**config.mk**
```make
export PLATFORM = sky130hd
export DESIGN_NAME = dtt_cell
export DESIGN_NICKNAME = d
export VERILOG_FILES = /design/src/hw/rtl/dtt_pkg.sv /design/src/hw/rtl/dtt_cell.sv
export SDC_FILE = /design/constraint.sdc
export NUM_CORES = 1
export LEC_CHECK = 0
export ABC_AREA = 1
export BUFFER_PORTS_ARGS = -buffer_cell sky130_fd_sc_hd__buf_2
export CAP_MARGIN = 0
export CELL_PAD_IN_SITES_DETAIL_PLACEMENT = 1
export CELL_PAD_IN_SITES_GLOBAL_PLACEMENT = 2
export CORE_AREA = 4 4 337 339
export CTS_BUF_LIST = sky130_fd_sc_hd__clkbuf_4 sky130_fd_sc_hd__clkbuf_8 sky130_fd_sc_hd__clkbuf_16
export CTS_CLUSTER_SIZE = 28
export DETAILED_ROUTE_END_ITERATION = 8
export DIE_AREA = 0 0 341 343
export GPL_TIMING_DRIVEN = 1
export PLACE_DENSITY = 0.6
export REMOVE_ABC_BUFFERS = 1
export SETUP_SLACK_MARGIN = 0.15
export SYNTH_ARGS = -nofsm -noshare
export SYNTH_HDL_FRONTEND = slang
export SYNTH_SLANG_ARGS = --single-unit
```
**constraint.sdc**
```tcl
create_clock -name clock -period 3 [get_ports clock]
set_input_delay 0.3 -clock clock [delete_from_list [all_inputs] [get_ports clock]]
set_output_delay 0.3 -clock clock [all_outputs]
set_load 0.02 [all_outputs]
```
**src/hw/rtl/dtt_pkg.sv**
```systemverilog
// Shared types and constants for the difficulty-to-target converter.
package dtt_pkg;

   localparam int WORD_W    = 64;
   localparam int NUM_WORDS = 4;
   localparam int TARGET_W  = WORD_W * NUM_WORDS;
   localparam int DVD_W     = 48;
   localparam int NUM_CELLS = TARGET_W;
   localparam int IDX_W     = 2;
   localparam logic [IDX_W-1:0] LAST_IDX  = 2'd0;
   localparam logic [IDX_W-1:0] FIRST_IDX = 2'd3;

   typedef struct packed {
      logic [WORD_W-1:0] difficulty_num;
      logic [WORD_W-1:0] difficulty_den;
   } req_type;

   typedef struct packed {
      logic [IDX_W-1:0]  word_index;
      logic [WORD_W-1:0] target_word;
      logic              last_word;
      logic              saturated;
   } rsp_type;

   // one division step's worth of in-flight state
   typedef struct packed {
      logic                valid;
      logic                sat;
      logic [WORD_W-1:0]   divisor;
      logic [WORD_W-1:0]   rem;
      logic [DVD_W-1:0]    dvd;
      logic [TARGET_W-1:0] quo;
   } stage_type;

endpackage

```
**src/hw/rtl/dtt_cell.sv**
```systemverilog
// One restoring-division cell: produces one quotient bit per beat while the chain advances.
module dtt_cell (
   input  logic               clock,
   input  logic               reset,
   input  logic               advance,
   input  dtt_pkg::stage_type stage_in,
   output dtt_pkg::stage_type stage_out
);
   import dtt_pkg::*;

   stage_type         stage_ff;
   stage_type         stage_in_w;
   logic [WORD_W-1:0] shifted;
   logic [WORD_W:0]   diff;
   logic              qbit;

   // shift in the next dividend bit and try the subtract
   always_comb begin
      shifted = {stage_in.rem[WORD_W-2:0], stage_in.dvd[DVD_W-1]};
      diff    = {1'b0, shifted} - {1'b0, stage_in.divisor};
      qbit    = stage_in.rem[WORD_W-1] | ~diff[WORD_W];
      stage_in_w         = stage_in;
      stage_in_w.rem     = qbit ? diff[WORD_W-1:0] : shifted;
      stage_in_w.dvd     = {stage_in.dvd[DVD_W-2:0], 1'b0};
      stage_in_w.quo     = {stage_in.quo[TARGET_W-2:0], qbit};
   end

   // hold valid under reset, advance valid and data with the chain
   always_ff @(posedge clock) begin
      if (reset) begin
         stage_ff.valid <= 1'b0;
      end else if (advance) begin
         stage_ff.valid <= stage_in_w.valid;
      end
      if (advance) begin
         stage_ff.sat     <= stage_in_w.sat;
         stage_ff.divisor <= stage_in_w.divisor;
         stage_ff.rem     <= stage_in_w.rem;
         stage_ff.dvd     <= stage_in_w.dvd;
         stage_ff.quo     <= stage_in_w.quo;
      end
   end

   assign stage_out = stage_ff;

endmodule

```
After elaboration in Yosys (flattened, before gate mapping) --
Index checks and enable logic that the tools add are counted.
Word-level totals: bits in registers 433, input bits 437, output and inout port bits 434, word-level logic and storage cells 10
Cells by class: add/subtract/negate cells 1, mux-type cells 1, bitwise logic cells 2
Operators with widths (number):
- 64-bit by 64-bit subtractor with 65-bit output | 1
- 64-bit two-way mux | 1
- 1-bit NOT | 1
- 1-bit bitwise OR | 1

Depth between registers and ports, before layout --
depth after elaboration 4, mapped depth 18

Worst setup path before layout --
OpenSTA, ideal clock, no wires.
path type in2reg, from in stage_in[303] in the netlist's numbering, to reg stage_ff, in the netlist stage_out[359] (data pin), arrival 1.995 ns, path slack 0.752 ns, cell stages on the path 16, cell sequence inv_1 > ha_1 > fa_1 > inv_1 > nand3_1 > nand2_2 > nand2_2 > nand2_4 > nand2_2 > nand2_4 > nand3_1 > nand3_1 > nand2_2 > buf_2 > nand3_1 > nand2_1
RTL lines:
- from (decl) | line dtt_cell.sv:6 | input dtt_pkg::stage_type stage_in,
- to (decl) | line dtt_cell.sv:11 | stage_type stage_ff;

==> out/summary.txt <==
fin nets = 3904
Sink Count = 433
post-route minimum period = 2.73 ns
Slew @ Worst Pin = 0.558 ns
post-CTS setup buffer count = 0
Period Utilization, post-route = 0.910
design area = 33000 um2
Post-DP Area = 26800 um2
CP Launch Type = primary input
Synth cell types = 37
# fillers = 12843
hpwl dp = 110 mm
Synth Instances = 2032
CP top delay family = simple AND/OR/NAND/NOR gates
# rows = 122
Max-Cap Viols = 0
clk_skew = 0 ns
CP most frequent cell = nand2_1
Highest Signal Layer = met5
pwr/cell area = 559 nW/um2
H-tree Lvls = 2
status = finished clean
Synth Cell Area = 20300 um2
met2 WL post-DR = 64.7 mm
post-DR wirelength/cell = 26.4 um
Chip Height = 343 um
max FFs per register = 433
PortBufs = 868
Seq/Total Area, Yosys = 0.640
first-pass GRT wire length = 173 mm
Reg clk slew, reported paths = 0.06 ns
GRT Util Overall = 0.215
critical path's largest stage delay = 0.62 ns
Simple-Gate Fraction of Synth Area = 0.211
Critical Path RT = 3.39 ns
Clock Tree Buf Depth = 3
RSZ-0062 raised after global routing = no
Vias/cell = 3.94
Remaining DRCs = 0
clock root buffer = clkbuf_16
grt ovf = 0
core area = 110000 um2
largest net degree at the start of global routing = 72
Mean Syn Cell Area = 9.99 um2
worst skew pair latency = 0.67 ns
slowest CP cell = dlygate4sd3_1
Starting Density = 0.184
met1 WL = 52.5 mm
post-synthesis compound-gate area fraction = 0.0112
initial antenna violation count = 40
largest family of logic cells by synthesized area = simple AND/OR/NAND/NOR gates
routed wl met3 = 10.5 mm
number of vias in the routed layout = 19506
Final Hold Vio Count = 0
crit path DAT = 3.12 ns
peak supply drop = 446 uV
crit end category = flip-flop
Slew Limit Fails = 0
chip width = 341 um
# IOs = 871
drt total wl = 131 mm
DRT iter0 DRCs = 860
worst hold path class = primary input to flip-flop
kind of critical path = primary input to flip-flop
post-layout util = 0.299
GPL Wtd Cong = 0.913
mux cell area share after synthesis = 0.000493
vias in the first global route = 20658
XOR/XNOR Fraction of Synth Area = 0.0134
Pwr Total = 18.4 mW
Synth Register Bits = 433
slew margin rel. = 0.628
Crit Path Max Fanout = 4
number of routed nets with antenna violations = 0
area delta synth->final = 62.4%
drt first pass iters = 5
crit path buf inv count = 3
CTS buffer count = 56
Pleak = 15.8 nW
CTS tree = yes
share of cells above drive strength 1 = 0.305
f_max = 366 MHz
YS warnings = 0
Die Area = 117000 um2
Critical Path, Cell by Cell = dlygate4sd3_1 > buf_2 > inv_1 > ha_1 > nand2_1 > nor2_1 > nand2_1 > nor2_1 > nand2_1 > nand2_1 > nand2_1 > nand2_1 > nand2_1 > nand3_1 > nand2_1
Setup violations, final = 0
Synth Area in Adders = 0.0404
## synth_stat cells
cell | instances | area [um2]
nor2_2 | 10 | 62.6
and3_1 | 2 | 12.5
nand2_4 | 2 | 22.5
nor3_1 | 8 | 40.0
fa_1 | 1 | 20.0
a21oi_1 | 35 | 175
clkinv_1 | 1 | 3.75
a21oi_2 | 4 | 35.0
nand2_1 | 699 | 2620
nand4_1 | 17 | 106
and2_1 | 2 | 12.5
nand3_4 | 1 | 17.5
nor3b_2 | 1 | 12.5
nor2_4 | 1 | 11.3
nand2_2 | 10 | 62.6
buf_2 | 15 | 75.1
o21bai_1 | 1 | 7.51
conb_1 | 1 | 3.75
xnor2_1 | 1 | 8.76
nor3_2 | 2 | 20.0
mux2i_1 | 1 | 10.0
ha_1 | 64 | 801
buf_12 | 1 | 20.0
buf_8 | 1 | 15.0
nor2_1 | 110 | 413
buf_6 | 2 | 22.5
nand3b_1 | 2 | 15.0
edfxtp_1 | 432 | 13000
dfxtp_1 | 1 | 20.0
nand3_2 | 10 | 100
buf_4 | 1 | 7.51
inv_1 | 403 | 1510
nor4_1 | 3 | 18.8
nand3_1 | 145 | 726
xor2_1 | 30 | 263
o21ai_0 | 2 | 10.0
inv_2 | 10 | 37.5
## report_power, final
part           internal [mW]  switching [mW]  total, mW
combinational           1.45            2.84       4.29
clock                   3.76            2.92       6.68
sequential              7.30           0.166       7.47
total                   12.5            5.93       18.4
## what timing repair did
action | 4_1_cts | 5_1_grt
endpoints found under the hold margin | 429 | 0
gates resized for setup | 0 | 9
hold buffers | 430 | 0
setup endpoints to repair | 0 | 10
## placed cells by master (no fill, tap or decap), types with 17 or more instances in the layout
cell	netlist	final
buf_4	1	20
inv_1	403	403
buf_2	15	867
dlygate4sd3_1	0	430
ha_1	64	64
nand4_1	17	17
clkbuf_16	0	56
xor2_1	30	30
diode_2	0	22
edfxtp_1	432	432
nand2_1	699	695
nand3_1	145	145
a21oi_1	35	35
nor2_1	110	108
## worst paths after layout
kind,to,slack [ns],depth (start not counted),startpoint
min,stage_out[352],0.05,3,stage_in[351]
max,stage_out[365],0.27,15,stage_in[388]
min reg2reg,stage_out[433],1.11,3,stage_out[433]
max reg2reg,stage_out[433],1.82,3,stage_out[433]
## cell type report
class / count / area [um2] / share of cell area
Tap cell: 1488 / 1860 / 0.0565
Timing Repair Buffer: 1332 / 9080 / 0.275
Sequential cell: 433 / 13000 / 0.394
Clock inverter: 28 / 269 / 0.00816
Clock buffer: 71 / 1510 / 0.0459
Inverter: 414 / 1550 / 0.0471
Antenna cell: 22 / 55.1 / 0.00167
Multi-Input combinational cell: 1165 / 5640 / 0.171
## per-layer routing
metal / GRT usage / vias to the layer above
li1: - / 9271
met1: 0.252 / 9533
met2: 0.380 / 549
met3: 0.0740 / 135
met4: 0.0488 / 18
met5: 0 / -
## tightest hold or removal path, stage by stage
cell     delay (ns)
buf_2          0.12
nand3_1        0.09
nand2_1        0.07
## per-stage QoR
| step | instances | hold slack [ns] | setup TNS, ns | setup WS [ns] |
|---|---|---|---|---|
| global placement | 4402 | 0.468 | 0 | 0.105 |
| detailed placement | 4402 | 0.461 | 0 | 0.0880 |
| global route | 4945 | 0.0564 | 0 | 0.153 |
| CTS | 4931 | 0.000942 | 0 | 0.264 |
| floorplan | 2012 | 0.372 | -17.73 | -0.294 |
| finish | 4953 | 0.0526 | 0 | 0.271 |
## cells by family (layout without fill, tap and decap cells)
| kind of cell | count (synthesis) | after routing |
|---|---|---|
| buffers and inverters | 434 | 1845 |
| AO/OA/AOI/OAI | 42 | 42 |
| multiplexers | 1 | 1 |
| AND/OR/NAND/NOR | 1025 | 1025 |
| adder cells (fa/ha/maj) | 65 | 65 |
| XOR/XNOR | 31 | 31 |
| flip-flops | 433 | 433 |
| other | 1 | 23 |
(Power assumes the default switching activity.)
