===== src/hw/rtl/dtt_pkg.sv =====
// Shared types and constants for the difficulty-to-target converter.
package dtt_pkg;

   localparam int WORD_W    = 64;
   localparam int NUM_WORDS = 4;
   localparam int TARGET_W  = WORD_W * NUM_WORDS;
   localparam int DVD_W     = 48;
   localparam int NUM_CELLS = TARGET_W;
   localparam int IDX_W     = 2;
   localparam logic [IDX_W-1:0] LAST_IDX  = 2'd0;
   localparam logic [IDX_W-1:0] FIRST_IDX = 2'd3;

   typedef struct packed {
      logic [WORD_W-1:0] difficulty_num;
      logic [WORD_W-1:0] difficulty_den;
   } req_type;

   typedef struct packed {
      logic [IDX_W-1:0]  word_index;
      logic [WORD_W-1:0] target_word;
      logic              last_word;
      logic              saturated;
   } rsp_type;

   // one division step's worth of in-flight state
   typedef struct packed {
      logic                valid;
      logic                sat;
      logic [WORD_W-1:0]   divisor;
      logic [WORD_W-1:0]   rem;
      logic [DVD_W-1:0]    dvd;
      logic [TARGET_W-1:0] quo;
   } stage_type;

endpackage


===== src/hw/rtl/dtt_serializer.sv =====
// Output register that sends the 256-bit target as four word beats.
module dtt_serializer (
   input  logic               clock,
   input  logic               reset,
   input  dtt_pkg::stage_type load_in,
   output logic               can_load,
   output logic               rsp_valid,
   input  logic               rsp_ready,
   output dtt_pkg::rsp_type   rsp_data
);
   import dtt_pkg::*;

   logic                busy_ff;
   logic [IDX_W-1:0]    idx_ff;
   logic [TARGET_W-1:0] tgt_ff;
   logic                sat_ff;

   assign can_load  = !busy_ff || (rsp_ready && idx_ff == LAST_IDX);
   assign rsp_valid = busy_ff;

   // track whether a target is being sent
   always_ff @(posedge clock) begin
      if (reset) begin
         busy_ff <= 1'b0;
      end else if (can_load) begin
         busy_ff <= load_in.valid;
      end
   end

   // load a fresh target or step to the next word
   always_ff @(posedge clock) begin
      if (can_load) begin
         idx_ff <= FIRST_IDX;
         sat_ff <= load_in.sat;
         tgt_ff <= load_in.sat ? {TARGET_W{1'b1}} : load_in.quo;
      end else if (rsp_ready) begin
         idx_ff <= idx_ff - 1'b1;
      end
   end

   always_comb begin
      rsp_data.word_index  = idx_ff;
      rsp_data.target_word = tgt_ff[idx_ff*WORD_W +: WORD_W];
      rsp_data.last_word   = (idx_ff == LAST_IDX);
      rsp_data.saturated   = sat_ff;
   end

   a_hold_idx: assert property (@(posedge clock) disable iff (reset)
      rsp_valid && !rsp_ready |=> $stable(idx_ff))
      else $error("word index moved while stalled");
   a_stay_busy: assert property (@(posedge clock) disable iff (reset)
      rsp_valid && rsp_ready && idx_ff != LAST_IDX |=> busy_ff)
      else $error("target dropped before last word");
   a_sat_ones: assert property (@(posedge clock) disable iff (reset)
      rsp_valid && rsp_data.saturated |-> rsp_data.target_word == {WORD_W{1'b1}})
      else $error("saturated word not all ones");

endmodule


===== config.mk =====
export PLATFORM = sky130hd
export DESIGN_NAME = dtt_serializer
export DESIGN_NICKNAME = d
export VERILOG_FILES = /design/src/hw/rtl/dtt_pkg.sv /design/src/hw/rtl/dtt_serializer.sv
export SDC_FILE = /design/constraint.sdc
export NUM_CORES = 1
export LEC_CHECK = 0
export ABC_AREA = 1
export ABC_CLOCK_PERIOD_IN_PS = 8800
export CORE_AREA = 10 10 190 192
export CTS_CLUSTER_DIAMETER = 80
export DETAILED_ROUTE_END_ITERATION = 8
export DIE_AREA = 0 0 200 202
export DONT_BUFFER_PORTS = 1
export SLEW_MARGIN = 20
export SYNTH_ARGS = -nofsm -noshare
export SYNTH_HDL_FRONTEND = slang
export SYNTH_SLANG_ARGS = --single-unit

===== constraint.sdc =====
create_clock -name clock -period 8.8 [get_ports clock]
set_input_delay 0.88 -clock clock [delete_from_list [all_inputs] [get_ports clock]]
set_output_delay 0.88 -clock clock [all_outputs]
set_load 0.005 [all_outputs]

# --- Word-level counts from Yosys, hierarchy flattened ---
# Index checks and enable logic that the tools add are counted.
word_totals:
  wordCells: 10
  register_bits: 260
  inputBits: 437
  output_inout_bits: 70
op_classes:
  n_addsub: 1
  reduce_logical: 4
  shifts: 1
op_table:
  columns: ["op", "count"]
  rows:
  - ["indexed part select 256 x 9 -> 64 bit", 1]
  - ["zero test 2 bit", 1]
  - ["subtractor 2 x 1 -> 2 bit (second input constant)", 1]
  - ["logical AND 1 bit", 1]
  - ["zero test 1 bit", 1]
  - ["logical OR 1 bit", 1]

# --- Depth between registers and ports, before layout ---
logic_depth:
  depth_word: 3
  depth_mapped: 8
  depth_no_buf: 6

# --- Worst setup path after synthesis ---
# No wires, ideal clock.
synth_path:
  path_type: "reg-to-output"
  from: "register idx_ff[0]"
  to: "output can_load"
  t_required_ns: 7.920
  setup_slack_ns: 1.423
  path_stages_with_launch: 7
  arrival_ns: 6.497
  path_buffers: 2
  cell_sequence: "dfxtp_1 > inv_2 > buf_2 > buf_2 > ha_1 > nand2_1 > nand2_1"
synth_lines:
  columns: ["element", "line", "text"]
  rows:
  - ["start, declared", "dtt_serializer.sv:14", "logic [IDX_W-1:0] idx_ff;"]
  - ["start signal, assigned", "dtt_serializer.sv:37", "idx_ff <= idx_ff - 1'b1;"]
  - ["end, declared", "dtt_serializer.sv:6", "output logic can_load,"]

==> flow_metrics.py <==
metrics = {
    "run_status": {
        "status": "completed",
    },
    "pwr": {
        "ir_worst_vdd_mv": 0.1614,
        "combPwrFrac": 0.082,
        "p_leak_nw": 6.288,
        "powerDensity_nw_per_um2": 212.2,
        "switching_share": 0.2294,
        "p_seq_frac": 0.504,
        "p_int_mw": 2.268,
        "power_frac_clock": 0.413,
        "power_switching_mw": 0.6749,
        "power_mw": 2.943,
    },
    "min_path": {
        "min_path_type": "in -> reg",
        "min_path_cells": 1,
        "min-delay-start": "reset",
        "min_to": "rsp_valid",
    },
    "timing": {
        "relSlewSlack": 0.3051,
        "fin_setup_tns_ns": 0,
        "setup_viol_count_final": 0,
        "period_minus_slack_ns": 4.745,
        "hold_ws_ns": 0.3886,
        "tightest_slew_ns": 1.042,
        "fin_crit_sh": 0.5392,
        "fmax_ghz": 0.2108,
        "fin_skew_ns": 0.02413,
        "rsz0062_at_grt": "false",
        "hold_viol_final": 0,
        "layout_setup_ws_ns": 4.055,
        "drv_slew": 0,
    },
    "floorplan": {
        "rows": 66,
        "coreArea_sq_um": 32290,
        "die_h_um": 202,
        "io_pins": 507,
        "die_w_um": 200,
        "start_util": 0.3894,
        "fp.dieArea_sq_um": 40400,
    },
    "clock_network": {
        "clk_pin_slew_ns": 0.06,
        "cts-root-buf": "clkbuf_16",
        "ctsHoldBuffers": 0,
        "post-cts-setup-buffers": 0,
        "clkLatencyLatePin_ns": 0.55,
        "post_cts_resized": 0,
        "cts.sinks": 260,
        "cts_tree": "built",
        "htreeDepth": 1,
        "cts_buffer_depth": 3,
        "cts_buffers": 29,
    },
    "yosys": {
        "synth.distinct_cells": 14,
        "synth_top_area_frac": 0.6138,
        "synth-xor-area-share": 0,
        "synthTopCellsByArea": "edfxtp_1, or2_2, nand2_1",
        "synth_cells": 1307,
        "synth_nets": 1745,
        "synth_edf_count": 257,
        "yosys.area.top_type": "edfxtp_1",
        "yosys.area_share.simple": 0.2764,
        "yosys.cell_count.top_type": "nand2_1",
        "yosys.area_share.adder": 0.0009951,
        "synth_mux_area_frac": 0,
        "synth_area_sq_um": 12570,
        "ys_seq_elements": 260,
        "yosys_warnings": 0,
        "ys_dominant_reg_cell": "edfxtp_1",
        "synth_top_family_by_area": "simple AND/OR/NAND/NOR gates",
        "ys_seq_area_frac": 0.6186,
        "synth_common_cells": "nand2_1, inv_1, edfxtp_1, or2_2, nand3_1",
        "syn-mean-instance-area_sq_um": 9.620,
        "synth_compound_area_frac": 0.0003980,
        "ys_async_sr_fraction": 0,
    },
    "setup_path": {
        "endpoint_kind": "flop",
        "cp-start-kind": "flop",
        "reg2reg_slack_ns": 4.06,
        "crit_fanout": 68,
        "rr_worst_depth": 6,
        "worstPathArrival_ns": 4.92,
        "required_ns": 8.98,
        "rr_endpoint": "tgt_ff[40]",
        "worstReg2RegStart": "idx_ff[1]",
        "worstSetupPathType": "reg -> reg",
    },
    "drt": {
        "vias": 8061,
        "drc_errors": 0,
        "wl_mm": 32.44,
        "first_pass_iters": 4,
        "post_drt_via_cell_ratio": 4.598,
        "wire_per_inst_um": 18.51,
        "ant_nets": 0,
        "drtIter0Drc": 403,
    },
    "placement": {
        "place_congestion": 0.7849,
        "place_hpwl_mm": 20.99,
        "port_buffers": 0,
        "pre_cts_slack_ns": 3.950,
    },
    "global_routing": {
        "grt_usage": 0.1523,
        "grt_pass1_vias": 7986,
        "grt_pass1_wl_mm": 47.74,
        "antenna_found_initial": 18,
        "grt_max_degree": 258,
        "overflow": 0,
    },
    "cells_and_area": {
        "final_layout_size_suffix_gt1_frac": 0.2369,
        "fillers": 3106,
        "area_delta_synth_final_pct": 10.29,
        "final_util": 0.4295,
        "seqCellArea_sq_um": 7785,
        "multi_input_area_sq_um": 3501,
        "fin_nets": 1711,
    },
    "job": {
        "maxCapViolCount": 0,
    },
}
## registers in the layout (all words and copies together) (netlist names)
| register | flops |
|---|---|
| rsp_valid | 1 |
| idx_ff | 2 |
| sat_ff | 1 |
| tgt_ff | 256 |
## power groups by stage
stage	registers (mW)	logic, mW	clock network (mW)
2_1_floorplan	1.51	0.205	0
3_3_place_gp	1.51	0.244	0
3_5_place_dp	1.51	0.249	0
4_1_cts	1.48	0.250	1.25
5_1_grt	1.49	0.280	1.29
6_report	1.48	0.242	1.22
## layer usage
layer / GRT usage / wire length [um] / part of all wire / vias to the layer above
met4: 0.03300 / 684 / 0.021 / 16
met5: 0 / 97 / 0.0030 / -
met1: 0.1963 / 13660 / 0.42 / 3723
met3: 0.07360 / 4085 / 0.13 / 53
li1: - / - / - / 3967
met2: 0.2263 / 13920 / 0.43 / 302
## critical path: stages, from the launching register on
cell	delay (ns)
dfxtp_4	0.66
inv_2	0.79
ha_1	0.40
nand2_1	0.15
nand2_4	0.66
buf_4	0.70
buf_4	0.79
## cells by family after synthesis
kind of cell | after synthesis
adders and majority gates | 1
AOI/OAI and AO/OA | 1
DFF | 260
and+or+nand+nor | 712
buffers and inverters | 333
## through the flow
stage	area, sq um	std cells
final	13870	1753
after global placement	12870	1684
after detailed placement	12870	1684
after CTS	13830	1738
after floorplan	12570	1307
after global routing	13840	1742
## layout make-up
| type | count | area share |
|---|---|---|
| Clock inverter | 14 | 0.01029 |
| Tap cell | 442 | 0.03988 |
| Antenna cell | 15 | 0.002707 |
| Timing Repair Buffer | 6 | 0.003248 |
| Sequential cell | 260 | 0.5614 |
| Multi-Input combinational cell | 714 | 0.2525 |
| Inverter | 262 | 0.07110 |
| Clock buffer | 40 | 0.05892 |
## how the worst max path moves through the flow
stage          cells after the start  startpoint          to
2_1_floorplan                      6   idx_ff[0]    can_load
3_3_place_gp                       6   idx_ff[1]  tgt_ff[40]
3_5_place_dp                       6   idx_ff[1]  tgt_ff[40]
4_1_cts                            6   idx_ff[1]  tgt_ff[40]
5_1_grt                            6   idx_ff[1]  tgt_ff[43]
6_report                           6   idx_ff[1]  tgt_ff[40]
## layout by cell type, fill, tap and decap left out, types with 2 or more instances in the layout
cell type / synthesis / layout
or2_1: 3 / 3
clkinv_1: 0 / 5
clkbuf_16: 0 / 29
diode_2: 0 / 15
nand3_1: 130 / 130
dfxtp_4: 0 / 2
inv_1: 261 / 260
bufinv_16: 0 / 3
edfxtp_1: 257 / 257
or2_2: 253 / 253
buf_4: 1 / 6
clkinv_2: 0 / 5
nand2_1: 326 / 325
clkbuf_1: 31 / 6
clkbuf_8: 0 / 5
Note: power is estimated with default switching activity, not from simulation.
